File: config.mk
export PLATFORM = sky130hd
export DESIGN_NAME = position_seek_controller_top
export DESIGN_NICKNAME = d
export VERILOG_FILES = /design/src/rtl/psc_pkg.sv /design/src/rtl/psc_regs.sv /design/src/rtl/psc_mul.sv /design/src/rtl/position_seek_controller_top.sv
export SDC_FILE = /design/constraint.sdc
export NUM_CORES = 2
export LEC_CHECK = 0
export BUFFER_PORTS_ARGS = -buffer_cell sky130_fd_sc_hd__buf_2
export CAP_MARGIN = 20
export CORE_ASPECT_RATIO = 1.5
export CORE_UTILIZATION = 54
export DETAILED_ROUTE_END_ITERATION = 10
export PLACE_DENSITY = 0.78
export SLEW_MARGIN = 20
export SYNTH_ARGS = -nofsm -noshare
export SYNTH_HDL_FRONTEND = slang
export SYNTH_SLANG_ARGS = --single-unit
File: constraint.sdc
create_clock -name aclk -period 11.3 [get_ports aclk]
set_input_delay 1.13 -clock aclk [delete_from_list [all_inputs] [get_ports aclk]]
set_output_delay 1.13 -clock aclk [all_outputs]
set_load 0.02 [all_outputs]
File: src/rtl/psc_pkg.sv
// Shared types, codes and helpers of the position seek controller.
// Used by psc_regs and position_seek_controller_top; depends on nothing.
package psc_pkg;

    // Item function codes
    localparam logic [2:0] FUNC_TICK      = 3'd0;
    localparam logic [2:0] FUNC_SEEK      = 3'd1;
    localparam logic [2:0] FUNC_HOLD_VAL  = 3'd2;
    localparam logic [2:0] FUNC_HOLD_HERE = 3'd3;
    localparam logic [2:0] FUNC_RUN       = 3'd4;
    localparam logic [2:0] FUNC_SET_POS   = 3'd5;

    // Register map, index = paddr[4:2]
    localparam int APB_AW = 5;
    localparam int APB_DW = 32;
    localparam logic [2:0] REG_SCALE       = 3'd0;
    localparam logic [2:0] REG_LOW_STOP    = 3'd1;
    localparam logic [2:0] REG_HIGH_STOP   = 3'd2;
    localparam logic [2:0] REG_SETTLE      = 3'd3;
    localparam logic [2:0] REG_UP_GAIN     = 3'd4;
    localparam logic [2:0] REG_DOWN_GAIN   = 3'd5;
    localparam logic [2:0] REG_UP_BUTTON   = 3'd6;
    localparam logic [2:0] REG_DOWN_BUTTON = 3'd7;

    // Drive percent limits
    localparam logic signed [7:0] PCT_MAX = 8'sd100;
    localparam logic signed [7:0] PCT_MIN = -8'sd100;

    typedef struct packed {
        logic signed [15:0] scale_q8;
        logic signed [23:0] low_stop;
        logic signed [23:0] high_stop;
        logic        [22:0] settle_range;
        logic        [15:0] up_gain_q8;
        logic        [15:0] down_gain_q8;
        logic signed [7:0]  up_button_speed;
        logic signed [7:0]  down_button_speed;
    } cfg_t;

    localparam cfg_t CFG_RESET = '{
        scale_q8:          16'sd256,
        low_stop:          24'sd0,
        high_stop:         24'sd0,
        settle_range:      23'd0,
        up_gain_q8:        16'd256,
        down_gain_q8:      16'd256,
        up_button_speed:   8'sd100,
        down_button_speed: -8'sd100
    };

    // Clamp a drive value to +/-100
    function automatic logic signed [7:0] sat_pct(input logic signed [7:0] v);
        if (v > PCT_MAX) begin
            return PCT_MAX;
        end else if (v < PCT_MIN) begin
            return PCT_MIN;
        end
        return v;
    endfunction

    // Clamp a 34-bit value to the 32-bit signed offset range
    function automatic logic signed [31:0] sat_off(input logic signed [33:0] v);
        if ((v[33:31] == 3'b000) || (v[33:31] == 3'b111)) begin
            return v[31:0];
        end else if (v[33]) begin
            return 32'sh8000_0000;
        end
        return 32'sh7FFF_FFFF;
    endfunction

endpackage

File: src/rtl/psc_regs.sv
// APB configuration registers of the position seek controller.
// Depends on psc_pkg for the register map, reset values and cfg_t.
module psc_regs (
    input  logic                          aclk,
    input  logic                          aresetn,
    input  logic                          psel,
    input  logic                          penable,
    input  logic                          pwrite,
    input  logic [psc_pkg::APB_AW-1:0]    paddr,
    input  logic [psc_pkg::APB_DW-1:0]    pwdata,
    output logic [psc_pkg::APB_DW-1:0]    prdata,
    output logic                          pready,
    output psc_pkg::cfg_t                 cfg
);
    import psc_pkg::*;

    cfg_t       cfg_reg;
    logic [2:0] reg_idx;
    logic       wr_en;

    assign pready  = 1'b1;
    assign reg_idx = paddr[APB_AW-1:2];
    assign wr_en   = psel && penable && pwrite;
    assign cfg     = cfg_reg;

    // Register write
    always_ff @(posedge aclk) begin
        if (!aresetn) begin
            cfg_reg <= CFG_RESET;
        end else if (wr_en) begin
            unique case (reg_idx)
                REG_SCALE:       cfg_reg.scale_q8          <= pwdata[15:0];
                REG_LOW_STOP:    cfg_reg.low_stop          <= pwdata[23:0];
                REG_HIGH_STOP:   cfg_reg.high_stop         <= pwdata[23:0];
                REG_SETTLE:      cfg_reg.settle_range      <= pwdata[22:0];
                REG_UP_GAIN:     cfg_reg.up_gain_q8        <= pwdata[15:0];
                REG_DOWN_GAIN:   cfg_reg.down_gain_q8      <= pwdata[15:0];
                REG_UP_BUTTON:   cfg_reg.up_button_speed   <= pwdata[7:0];
                REG_DOWN_BUTTON: cfg_reg.down_button_speed <= pwdata[7:0];
                default:         cfg_reg                   <= cfg_reg;
            endcase
        end
    end

    // Read back, raw register bits
    always_comb begin
        unique case (reg_idx)
            REG_SCALE:       prdata = {16'd0, cfg_reg.scale_q8};
            REG_LOW_STOP:    prdata = {8'd0, cfg_reg.low_stop};
            REG_HIGH_STOP:   prdata = {8'd0, cfg_reg.high_stop};
            REG_SETTLE:      prdata = {9'd0, cfg_reg.settle_range};
            REG_UP_GAIN:     prdata = {16'd0, cfg_reg.up_gain_q8};
            REG_DOWN_GAIN:   prdata = {16'd0, cfg_reg.down_gain_q8};
            REG_UP_BUTTON:   prdata = {24'd0, cfg_reg.up_button_speed};
            REG_DOWN_BUTTON: prdata = {24'd0, cfg_reg.down_button_speed};
            default:         prdata = '0;
        endcase
    end

endmodule

File: src/rtl/psc_mul.sv
// Shared signed multiplier with a registered product.
// Used for both the encoder scale and the seek gain; no dependencies.
module psc_mul #(
    parameter int A_W = 25,
    parameter int B_W = 17
) (
    input  logic                       aclk,
    input  logic                       en,
    input  logic signed [A_W-1:0]      a,
    input  logic signed [B_W-1:0]      b,
    output logic signed [A_W+B_W-1:0]  prod
);
    logic signed [A_W+B_W-1:0] prod_reg;

    // One product per enabled cycle
    always_ff @(posedge aclk) begin
        if (en) begin
            prod_reg <= (A_W+B_W)'(a) * (A_W+B_W)'(b);
        end
    end

    assign prod = prod_reg;

endmodule

File: src/rtl/position_seek_controller_top.sv
// Position seek controller: top level, sequencer and datapath.
// Depends on psc_pkg, psc_regs and psc_mul.

// A tick item (func 0) steps from its transfer on the s_ channel through the
// multiply, sum, low stop, high stop, error, gain, speed and done states until its
// result is valid on m_. The block returns to idle at that same edge and takes no
// new item before then. The step sequence is set by a single shared multiplier,
// used once for the encoder scale and once for the seek gain, with the stop
// re-zeroing done as separate compare and add steps between them. A command item
// goes straight to the done state after its transfer. s_ready is high only while
// idle. A finished result sits in the m_ output register, so the next item can be
// taken while it waits. Registers lie at byte address 4*i on the APB port and may be
// written only while the block is idle with no result outstanding. POS_WIDTH sets
// the width of the stored position and of m_position_now (12 to 32).
module position_seek_controller_top #(
    parameter int POS_WIDTH = 24
) (
    input  logic                               aclk,
    input  logic                               aresetn,
    // configuration
    input  logic                               psel,
    input  logic                               penable,
    input  logic                               pwrite,
    input  logic [psc_pkg::APB_AW-1:0]         paddr,
    input  logic [psc_pkg::APB_DW-1:0]         pwdata,
    output logic [psc_pkg::APB_DW-1:0]         prdata,
    output logic                               pready,
    // input channel
    input  logic                               s_valid,
    output logic                               s_ready,
    input  logic [2:0]                         s_func,
    input  logic signed [23:0]                 s_rotation,
    input  logic signed [23:0]                 s_value,
    input  logic                               s_up_pressed,
    input  logic                               s_down_pressed,
    input  logic                               s_manual_enable,
    // result channel
    output logic                               m_valid,
    input  logic                               m_ready,
    output logic signed [7:0]                  m_drive_speed,
    output logic signed [POS_WIDTH-1:0]        m_position_now,
    output logic                               m_is_seeking,
    output logic                               m_is_holding
);
    import psc_pkg::*;

    // Widths: target, error, multiplier operands
    localparam int TW = (POS_WIDTH > 24) ? POS_WIDTH : 24;
    localparam int EW = TW + 1;
    localparam int MA = (EW > 25) ? EW : 25;
    localparam int MB = 17;
    localparam int PW = MA + MB;

    localparam logic signed [33:0] POS_MAX = (34'sd1 <<< (POS_WIDTH - 1)) - 34'sd1;
    localparam logic signed [33:0] POS_MIN = -POS_MAX - 34'sd1;
    localparam logic signed [PW-1:0] SEEK_MAX = PW'(100);
    localparam logic signed [PW-1:0] SEEK_MIN = -SEEK_MAX;

    // Sequencer states
    localparam logic [3:0] S_IDLE  = 4'd0;
    localparam logic [3:0] S_MUL   = 4'd1;
    localparam logic [3:0] S_SUM   = 4'd2;
    localparam logic [3:0] S_LOW   = 4'd3;
    localparam logic [3:0] S_LOWP  = 4'd4;
    localparam logic [3:0] S_HIGH  = 4'd5;
    localparam logic [3:0] S_HIGHP = 4'd6;
    localparam logic [3:0] S_ERR   = 4'd7;
    localparam logic [3:0] S_GAIN  = 4'd8;
    localparam logic [3:0] S_SPEED = 4'd9;
    localparam logic [3:0] S_DONE  = 4'd10;

    function automatic logic signed [POS_WIDTH-1:0] sat_pos(input logic signed [33:0] v);
        if (v > POS_MAX) begin
            return POS_MAX[POS_WIDTH-1:0];
        end else if (v < POS_MIN) begin
            return POS_MIN[POS_WIDTH-1:0];
        end
        return v[POS_WIDTH-1:0];
    endfunction

    cfg_t cfg;

    logic [3:0]                  state_reg, state_next;
    // controller state
    logic signed [23:0]          base_reg;
    logic signed [31:0]          offset_reg;
    logic signed [TW-1:0]        target_reg;
    logic signed [POS_WIDTH-1:0] last_pos_reg;
    logic signed [7:0]           ovr_speed_reg;
    logic                        seek_reg, hold_reg, ovr_reg;
    // tick working registers
    logic signed [23:0]          rot_reg;
    logic                        up_reg, down_reg, man_en_reg;
    logic signed [33:0]          scaled_reg, pos_reg;
    logic signed [EW-1:0]        err_reg;
    logic signed [7:0]           speed_reg;
    // output register
    logic                        m_valid_reg;
    logic signed [7:0]           m_speed_reg;
    logic signed [POS_WIDTH-1:0] m_pos_reg;
    logic                        m_seek_reg, m_hold_reg;

    logic                        s_fire, out_free, stops_differ;
    logic                        mul_en;
    logic signed [MA-1:0]        mul_a;
    logic signed [MB-1:0]        mul_b;
    logic signed [PW-1:0]        prod;
    logic signed [PW-1:0]        seek_raw;
    logic signed [7:0]           seek_pct, tick_speed, run_pct;
    logic signed [33:0]          scaled_next, stop_off_src;
    logic signed [POS_WIDTH-1:0] pos_sat;
    logic [EW:0]                 err_mag;
    logic                        seek_after, hold_after, ovr_after;

    psc_regs u_regs (
        .aclk    (aclk),
        .aresetn (aresetn),
        .psel    (psel),
        .penable (penable),
        .pwrite  (pwrite),
        .paddr   (paddr),
        .pwdata  (pwdata),
        .prdata  (prdata),
        .pready  (pready),
        .cfg     (cfg)
    );

    psc_mul #(.A_W(MA), .B_W(MB)) u_mul (
        .aclk (aclk),
        .en   (mul_en),
        .a    (mul_a),
        .b    (mul_b),
        .prod (prod)
    );

    assign s_ready      = (state_reg == S_IDLE);
    assign s_fire       = s_valid && s_ready;
    assign out_free     = !m_valid_reg || m_ready;
    assign stops_differ = (cfg.low_stop != cfg.high_stop);

    // Multiplier operand select: encoder scale, then seek gain
    always_comb begin
        mul_en = (state_reg == S_MUL) || (state_reg == S_GAIN);
        if (state_reg == S_GAIN) begin
            mul_a = MA'(err_reg);
            mul_b = (err_reg > 0) ? signed'({1'b0, cfg.up_gain_q8})
                                  : signed'({1'b0, cfg.down_gain_q8});
        end else begin
            mul_a = MA'(25'(rot_reg) - 25'(base_reg));
            mul_b = MB'(cfg.scale_q8);
        end
    end

    // Scaled rotation (sign kept by taking the top bits), stop source, saturated position
    assign scaled_next  = prod[41:8];
    assign stop_off_src = (state_reg == S_LOW) ? 34'(cfg.low_stop) : 34'(cfg.high_stop);
    assign pos_sat      = sat_pos(pos_reg);

    // Seek speed, settle test and run command speed
    assign seek_raw = prod >>> 8;
    assign seek_pct = (seek_raw > SEEK_MAX) ? PCT_MAX :
                      (seek_raw < SEEK_MIN) ? PCT_MIN : seek_raw[7:0];
    assign err_mag  = err_reg[EW-1] ? -(EW+1)'(err_reg) : (EW+1)'(err_reg);
    assign run_pct  = (s_value > 24'sd100)  ? PCT_MAX :
                      (s_value < -24'sd100) ? PCT_MIN : s_value[7:0];

    // Speed priority, lowest first: seek, then override, then manual buttons (up last)
    always_comb begin
        tick_speed = '0;
        seek_after = seek_reg;
        hold_after = hold_reg;
        ovr_after  = ovr_reg;
        if (seek_reg) begin
            if (!hold_reg && (err_mag < (EW+1)'(cfg.settle_range))) begin
                seek_after = 1'b0;
            end
            tick_speed = seek_pct;
        end
        if (ovr_reg) begin
            tick_speed = ovr_speed_reg;
        end
        if (man_en_reg) begin
            if (down_reg) begin
                seek_after = 1'b0;
                hold_after = 1'b0;
                ovr_after  = 1'b0;
                tick_speed = cfg.down_button_speed;
            end
            if (up_reg) begin
                seek_after = 1'b0;
                hold_after = 1'b0;
                ovr_after  = 1'b0;
                tick_speed = cfg.up_button_speed;
            end
        end
    end

    // Sequencer
    always_comb begin
        state_next = state_reg;
        unique case (state_reg)
            S_IDLE: begin
                if (s_fire) begin
                    state_next = (s_func == FUNC_TICK) ? S_MUL : S_DONE;
                end
            end
            S_MUL:   state_next = S_SUM;
            S_SUM:   state_next = S_LOW;
            S_LOW:   state_next = S_LOWP;
            S_LOWP:  state_next = S_HIGH;
            S_HIGH:  state_next = S_HIGHP;
            S_HIGHP: state_next = S_ERR;
            S_ERR:   state_next = S_GAIN;
            S_GAIN:  state_next = S_SPEED;
            S_SPEED: state_next = S_DONE;
            S_DONE: begin
                if (out_free) begin
                    state_next = S_IDLE;
                end
            end
            default: state_next = S_IDLE;
        endcase
    end

    always_ff @(posedge aclk) begin
        if (!aresetn) begin
            state_reg <= S_IDLE;
        end else begin
            state_reg <= state_next;
        end
    end

    // Controller state: commands on transfer, tick updates in their steps
    always_ff @(posedge aclk) begin
        if (!aresetn) begin
            base_reg      <= '0;
            offset_reg    <= '0;
            target_reg    <= '0;
            last_pos_reg  <= '0;
            ovr_speed_reg <= '0;
            seek_reg      <= 1'b0;
            hold_reg      <= 1'b0;
            ovr_reg       <= 1'b0;
        end else begin
            if (s_fire) begin
                case (s_func)
                    FUNC_SEEK: begin
                        target_reg <= TW'(s_value);
                        seek_reg   <= 1'b1;
                        hold_reg   <= 1'b0;
                    end
                    FUNC_HOLD_VAL: begin
                        target_reg <= TW'(s_value);
                        seek_reg   <= 1'b1;
                        hold_reg   <= 1'b1;
                        ovr_reg    <= 1'b0;
                    end
                    FUNC_HOLD_HERE: begin
                        target_reg <= TW'(last_pos_reg);
                        seek_reg   <= 1'b1;
                        hold_reg   <= 1'b1;
                        ovr_reg    <= 1'b0;
                    end
                    FUNC_RUN: begin
                        ovr_speed_reg <= run_pct;
                        ovr_reg       <= 1'b1;
                        seek_reg      <= 1'b0;
                    end
                    FUNC_SET_POS: begin
                        base_reg     <= s_rotation;
                        offset_reg   <= 32'(s_value);
                        last_pos_reg <= sat_pos(34'(s_value));
                    end
                    default: begin
                        // tick and unused codes leave the state alone here
                    end
                endcase
            end
            // Re-zero the offset on a passed stop
            if ((state_reg == S_LOW) && stops_differ && (pos_reg < 34'(cfg.low_stop))) begin
                offset_reg <= sat_off(stop_off_src - scaled_reg);
            end
            if ((state_reg == S_HIGH) && stops_differ && (pos_reg > 34'(cfg.high_stop))) begin
                offset_reg <= sat_off(stop_off_src - scaled_reg);
            end
            if (state_reg == S_ERR) begin
                last_pos_reg <= pos_sat;
            end
            if (state_reg == S_SPEED) begin
                seek_reg <= seek_after;
                hold_reg <= hold_after;
                ovr_reg  <= ovr_after;
            end
        end
    end

    // Tick working registers and result speed
    always_ff @(posedge aclk) begin
        if (s_fire) begin
            rot_reg    <= s_rotation;
            up_reg     <= s_up_pressed;
            down_reg   <= s_down_pressed;
            man_en_reg <= s_manual_enable;
            speed_reg  <= '0;
        end
        unique case (state_reg)
            S_SUM: begin
                scaled_reg <= scaled_next;
                pos_reg    <= scaled_next + 34'(offset_reg);
            end
            S_LOWP, S_HIGHP: pos_reg <= scaled_reg + 34'(offset_reg);
            S_ERR:   err_reg   <= EW'(target_reg) - EW'(pos_sat);
            S_SPEED: speed_reg <= sat_pct(tick_speed);
            default: begin
            end
        endcase
    end

    // Output register
    always_ff @(posedge aclk) begin
        if (!aresetn) begin
            m_valid_reg <= 1'b0;
        end else if ((state_reg == S_DONE) && out_free) begin
            m_valid_reg <= 1'b1;
        end else if (m_ready) begin
            m_valid_reg <= 1'b0;
        end
    end

    always_ff @(posedge aclk) begin
        if ((state_reg == S_DONE) && out_free) begin
            m_speed_reg <= speed_reg;
            m_pos_reg   <= last_pos_reg;
            m_seek_reg  <= seek_reg;
            m_hold_reg  <= hold_reg;
        end
    end

    assign m_valid        = m_valid_reg;
    assign m_drive_speed  = m_speed_reg;
    assign m_position_now = m_pos_reg;
    assign m_is_seeking   = m_seek_reg;
    assign m_is_holding   = m_hold_reg;

    // Checks
    a_tick_starts: assert property (@(posedge aclk) disable iff (!aresetn)
        s_fire && (s_func == FUNC_TICK) |=> (state_reg == S_MUL))
        else $error("tick transfer did not start the multiply step");

    a_cmd_done: assert property (@(posedge aclk) disable iff (!aresetn)
        s_fire && (s_func != FUNC_TICK) |=> (state_reg == S_DONE))
        else $error("command did not go straight to result");

    a_done_waits: assert property (@(posedge aclk) disable iff (!aresetn)
        (state_reg == S_DONE) && m_valid_reg && !m_ready |=> (state_reg == S_DONE))
        else $error("result left before the output register was free");

    a_speed_range: assert property (@(posedge aclk) disable iff (!aresetn)
        m_valid |-> ((m_drive_speed <= PCT_MAX) && (m_drive_speed >= PCT_MIN)))
        else $error("drive speed outside +/-100");

endmodule
# Yosys cells after proc, flatten, opt, wreduce, memory -nomap -nowiden
# Index checks and enable logic that the tools add are counted.
op_classes:
  n_reduce_logical: 50
  magnitude_cmp: 14
  multipliers: 1
  n_eq_ne: 28
  n_mux: 78
  add_sub_neg: 6
ops:
  columns: ["cell", "count"]
  rows:
  - ["two-way mux 32 bit", 8]
  - ["one-hot mux 32 bit (8 select lines)", 1]
  - ["two-way mux 24 bit", 9]
  - ["two-way mux 8 bit", 14]
  - ["adder 34 x 32 -> 34 bit", 2]
  - ["one-hot mux 34 bit (2 select lines)", 1]
  - ["subtractor 24 x 24 -> 25 bit", 2]
  - ["one-hot mux 24 bit (2 select lines)", 1]
  - ["one-hot mux 4 bit (11 select lines)", 1]
  - ["multiplier 25 x 17 -> 42 bit", 1]
  - ["> comparator 34 x 24 -> 1 bit", 1]
  - ["> comparator 34 x 24 -> 1 bit (second input constant)", 1]
  - ["> comparator 34 x 8 -> 1 bit (second input constant)", 1]
  - ["less-than comparator 34 x 24 -> 1 bit", 1]
  - ["less-than comparator 34 x 24 -> 1 bit (second input constant)", 1]
  - ["less-than comparator 34 x 8 -> 1 bit (second input constant)", 1]
  - ["two-way mux 34 bit", 1]
  - ["subtractor 34 bit", 1]
  - ["two-way mux 1 bit", 32]
  - ["AND reduction 2 bit", 15]
  - ["less-than comparator 26 x 23 -> 1 bit", 1]
  - ["two-way mux 26 bit", 1]
  - ["negator 25 -> 26 bit", 1]
  - ["> comparator 25 x 1 -> 1 bit (second input constant)", 1]
  - ["32 further kinds", 78]
word_totals:
  elab_cells: 208
  reg_bits: 459

# Depth between registers and ports, before layout
depth:
  depth_word: 14
  mapped_depth: 36
  ltp_nobuf: 35

# Modules after synthesis
# From an unflattened synthesis, not the netlist that was laid out.
hier_totals:
  hier_cells: 4734
  hier_area_um2: 43008.7
by_module_without_submodules:
  columns: ["module", "seq_area_each_um2", "area_each_um2", "cells_per_inst", "n_inst"]
  rows:
  - ["position_seek_controller_top", 7267.0, 20329.5, 2233, 1]
  - ["psc_mul", 1261.2, 16338.2, 1701, 1]
  - ["psc_regs", 2702.6, 6341.1, 800, 1]

# Worst setup path after synthesis
# OpenSTA, ideal clock, no wires.
synth_path:
  kind: "register -> register"
  startpoint: "reg err_reg[6]"
  endpoint: "reg u_mul.prod_reg[40], in the netlist u_mul.prod[40] (data pin)"
  path_slack_ps: 2556
  setup_ps: 262
  synth_period_minus_slack_ps: 8744
  path_buffers: 4
  required_time_ps: 11038
  stages_incl_launch_ff: 33
  arrival_time_ps: 8482
  path_cell_list: "edfxtp_1 or4_4 nand4b_4 o21a_1 buf_6 buf_1 mux2i_1 o21ai_0 clkbuf_1 clkbuf_1 nand2_1 fa_1 inv_1 fa_1 inv_1 fa_1 inv_1 fa_1 inv_1 fa_1 fa_1 inv_1 ha_1 nand4_1 or4_1 nand2b_1 a31oi_1 o41a_4 a2111oi_4 o31ai_2 o41ai_4 o21bai_1 xor2_1"
synth_between:
  elab_chain_len: 4
  elab_cells_between_ends: 5
synth_rtl:
  columns: ["item", "line", "rtl"]
  rows:
  - ["start: declaration", "position_seek_controller_top.sv:95", "logic signed [EW-1:0] err_reg;"]
  - ["start signal: assignment", "position_seek_controller_top.sv:312", "S_ERR: err_reg <= EW'(target_reg) - EW'(pos_sat);"]
  - ["> comparator 25 x 1 -> 1 bit", "position_seek_controller_top.sv:146", "mul_b = (err_reg > 0) ? signed'({1'b0, cfg.up_gain_q8})"]
  - ["two-way mux 16 bit", "position_seek_controller_top.sv:146", null]
  - ["two-way mux 17 bit", "position_seek_controller_top.sv:144", "if (state_reg == S_GAIN) begin"]
  - ["multiplier 25 x 17 -> 42 bit (*)", "psc_mul.sv:18", "prod_reg <= (A_W+B_W)'(a) * (A_W+B_W)'(b);"]
  - ["end signal: assignment", "psc_mul.sv:18", null]
  - ["end: declaration", "psc_mul.sv:13", "logic signed [A_W+B_W-1:0] prod_reg;"]
# Mark *: on every way between the ends. The rest lies on a longest branch, timed or not.
# A chain may end at the register's enable or synchronous reset.

# Final worst setup path
layout_path:
  startpoint: "reg rot_reg[0]"
  endpoint: "reg u_mul.prod_reg[40], in the netlist u_mul.prod[40] (data pin)"
layout_between:
  elab_chain_len: 3
layout_rtl:
  columns: ["item", "line", "rtl"]
  rows:
  - ["start: declaration", "position_seek_controller_top.sv:92", "logic signed [23:0] rot_reg;"]
  - ["start signal: assignment", "position_seek_controller_top.sv:300", "rot_reg <= s_rotation;"]
  - ["subtractor 24 x 24 -> 25 bit", "position_seek_controller_top.sv:149", "mul_a = MA'(25'(rot_reg) - 25'(base_reg));"]
  - ["two-way mux 25 bit", "position_seek_controller_top.sv:144", null]
  - ["multiplier 25 x 17 -> 42 bit", "psc_mul.sv:18", null]
# No other way between the ends.

==> impl_metrics.yaml <==
run_status:
  outcome: "finished clean"
setup_path:
  cp.required_ns: 11.70
  crit_type: "flop to flop"
  rr_worst_depth: 33
  worst_setup_path_start_kind: "flop"
  cp_slowest_cell: "mux2i_1"
  slowest_delay_ns: 0.71
  end_kind: "flop"
  path_max_fanout: 6
  reg2reg_slack_ns: 0.92
  cp_common_cell: "fa_1"
  arrival_ns: 10.78
route:
  wl_per_cell_um: 23.7
  drtIter0Drc: 3371
  post-route-drc-count: 0
  routed_wl_um: 142000
  via_count: 36200
  dr.pass1.iters: 6
  antenna_left: 0
  routed_via_density: 6.07
min_path:
  holdPathStages: 0
  worstHoldPathType: "flop to flop"
timing:
  finalCriticalPeriod_ns: 10.38
  fmax_ghz: 0.0963
  finalSetupTns_ns: 0
  setup_violations: 0
  fin_crit_sh_pct: 91.9
  rsz0062_at_grt: "false"
  final_hold_viol_count: 0
  worst_slew_pin_slew_ns: 1.10
  slew_headroom_pct: 26.3
  fin_hold_ws_ns: 0.423
  finClkSkew_ns: 0.0238
  report.final.slew_viol_count: 0
cts:
  htree_levels: 2
  cts_inserted_buffers: 41
  clockBufferDepth: 3
  post_cts_buffers: 0
  clk_pin_slew_ns: 0.07
  cts_tree: "built"
  cts_resized: 0
  hold_buffers: 0
  ctsRootBufferMaster: "clkbuf_16"
  insertion_delay_ns: 0.59
  clock-sinks: 451
global_route:
  grt_use_total_pct: 35.3
  grt_pass1_wl_um: 212000
  grt_pass1_vias: 35900
  grt_max_degree: 99
  antenna_found_initial: 8
  grt.overflow.total: 0
die:
  die_height_um: 347
  rows: 126
  die_w_um: 232
  core-area_um2: 78700
  initial_core_util_pct: 54.5
  io_pins: 167
  die-area_um2: 80600
placement:
  port_buffers: 147
  place.gp.congestion: 1.09
  post-dp-hpwl_um: 112000
yosys:
  synth.avg_cell_area_um2: 8.86
  netlist_area_um2: 42900
  synth_flop_cell: "dfxtp_1"
  synth-seq-area-share_pct: 25.6
  syn_inst: 4842
  ys_types: 88
  ys_async_sr_fraction_pct: 0
  ys_warn_count: 0
  synth_edf_count: 196
  yosys_register_bits: 451
power_and_ir_drop:
  leakage_uw: 0.0205
  power_density_nw_per_um2: 206
  total_power_uw: 9520
  vdd.ir_drop.worst_uv: 110
layout:
  largest_reg_flops: 135
  fill_cells: 6803
  nets: 5724
  layout-drive-gt1-share_pct: 7.96
  synthToLayoutAreaGrowth_pct: 7.76
flow_run:
  drv_cap: 0
where the power goes:
part	switching, uW	internal, uW
sequential	287	2200
combinational	3570	1940
clock	662	863
cell type report:
cell class	count	area (um^2)	share of cell area, %
diodes	7	17.5	0.0379
inverters	636	2390	5.17
multi-input cells	3548	28800	62.2
repair buffers	228	1350	2.92
well taps	1024	1280	2.77
clock inverters	17	221	0.479
clock buffers	59	1210	2.61
flip-flops and latches	451	11000	23.8
cells in the mapped netlist (all sizes together), types with 36 or more instances:
cell type | number | share of area (%)
ha | 300 | 8.8
a21boi | 165 | 2.9
nand4 | 44 | 0.64
o21a | 45 | 0.79
clkbuf | 183 | 1.6
nor2 | 386 | 3.4
a21oi | 196 | 2.3
mux2 | 43 | 1.1
fa | 420 | 20
xnor2 | 133 | 2.7
edfxtp | 196 | 14
nor2b | 71 | 1.0
inv | 635 | 5.6
o21ai | 170 | 2.0
a211oi | 36 | 0.64
mux2i | 118 | 2.8
nand2 | 736 | 6.4
dfxtp | 255 | 12
a21o | 69 | 1.2
nor3 | 75 | 0.88
nand3 | 51 | 0.60
routing by layer:
metal  routed length, um  track usage, %  vias to the layer above
met5                  14               0                        -
met2               66200            57.9                     1921
met4               15700            31.9                        2
met1               48000            38.3                    17400
li1                    -               -                    16300
met3               11800            7.05                      632
worst max-delay path: cells and delay by family, from the launching register on:
family / cells / cell delay, ns
adders and majority gates: 9 / 4.11
AOI/OAI and AO/OA: 10 / 3.07
and+or+nand+nor: 6 / 1.32
muxes: 1 / 0.71
buffers and inverters: 6 / 0.45
DFF: 1 / 0.32
xor gates and xnor gates: 1 / 0.24
final timing paths:
path	startpoint	endpoint
max reg2reg	rot_reg[0]	u_mul.prod[40]
max	rot_reg[0]	u_mul.prod[40]
min	speed_reg[1]	m_drive_speed[1]
min reg2reg	speed_reg[1]	m_drive_speed[1]
cell usage in the layout, fill, tap and decap left out, types with 153 or more instances in the layout:
cell type | Yosys | layout
o21ai_0 | 161 | 153
dfxtp_1 | 255 | 255
edfxtp_1 | 196 | 196
a21boi_0 | 165 | 165
ha_1 | 300 | 300
a21oi_1 | 196 | 196
fa_1 | 420 | 420
nand2_1 | 736 | 736
inv_1 | 635 | 634
nor2_1 | 386 | 384
through the flow:
stage / util (%) / cell area (um^2) / std cells / setup slack, ns
6_report: 58.7 / 46200 / 5970 / 0.920
3_3_place_gp: 56.9 / 44800 / 5887 / 1.23
3_5_place_dp: 56.9 / 44800 / 5887 / 1.17
4_1_cts: 58.7 / 46200 / 5963 / 1.10
2_1_floorplan: - / 42900 / 4849 / 2.56
5_1_grt: 58.7 / 46200 / 5965 / 0.542
kinds of logic (layout without fill, tap and decap cells):
| family | count (synthesis) | count (layout) | share of synthesized area [%] |
|---|---|---|---|
| flip-flops | 451 | 451 | 25.6 |
| multiplexers | 172 | 172 | 4.46 |
| buffers and inverters | 850 | 940 | 7.55 |
| XOR/XNOR | 166 | 166 | 3.39 |
| adder cells (fa/ha/maj) | 720 | 720 | 28.4 |
| AO/OA/AOI/OAI | 938 | 938 | 14.8 |
| AND/OR/NAND/NOR | 1543 | 1543 | 15.8 |
| other | 2 | 16 | 0.0175 |
No activity file was read; power rests on OpenSTA's default activity.
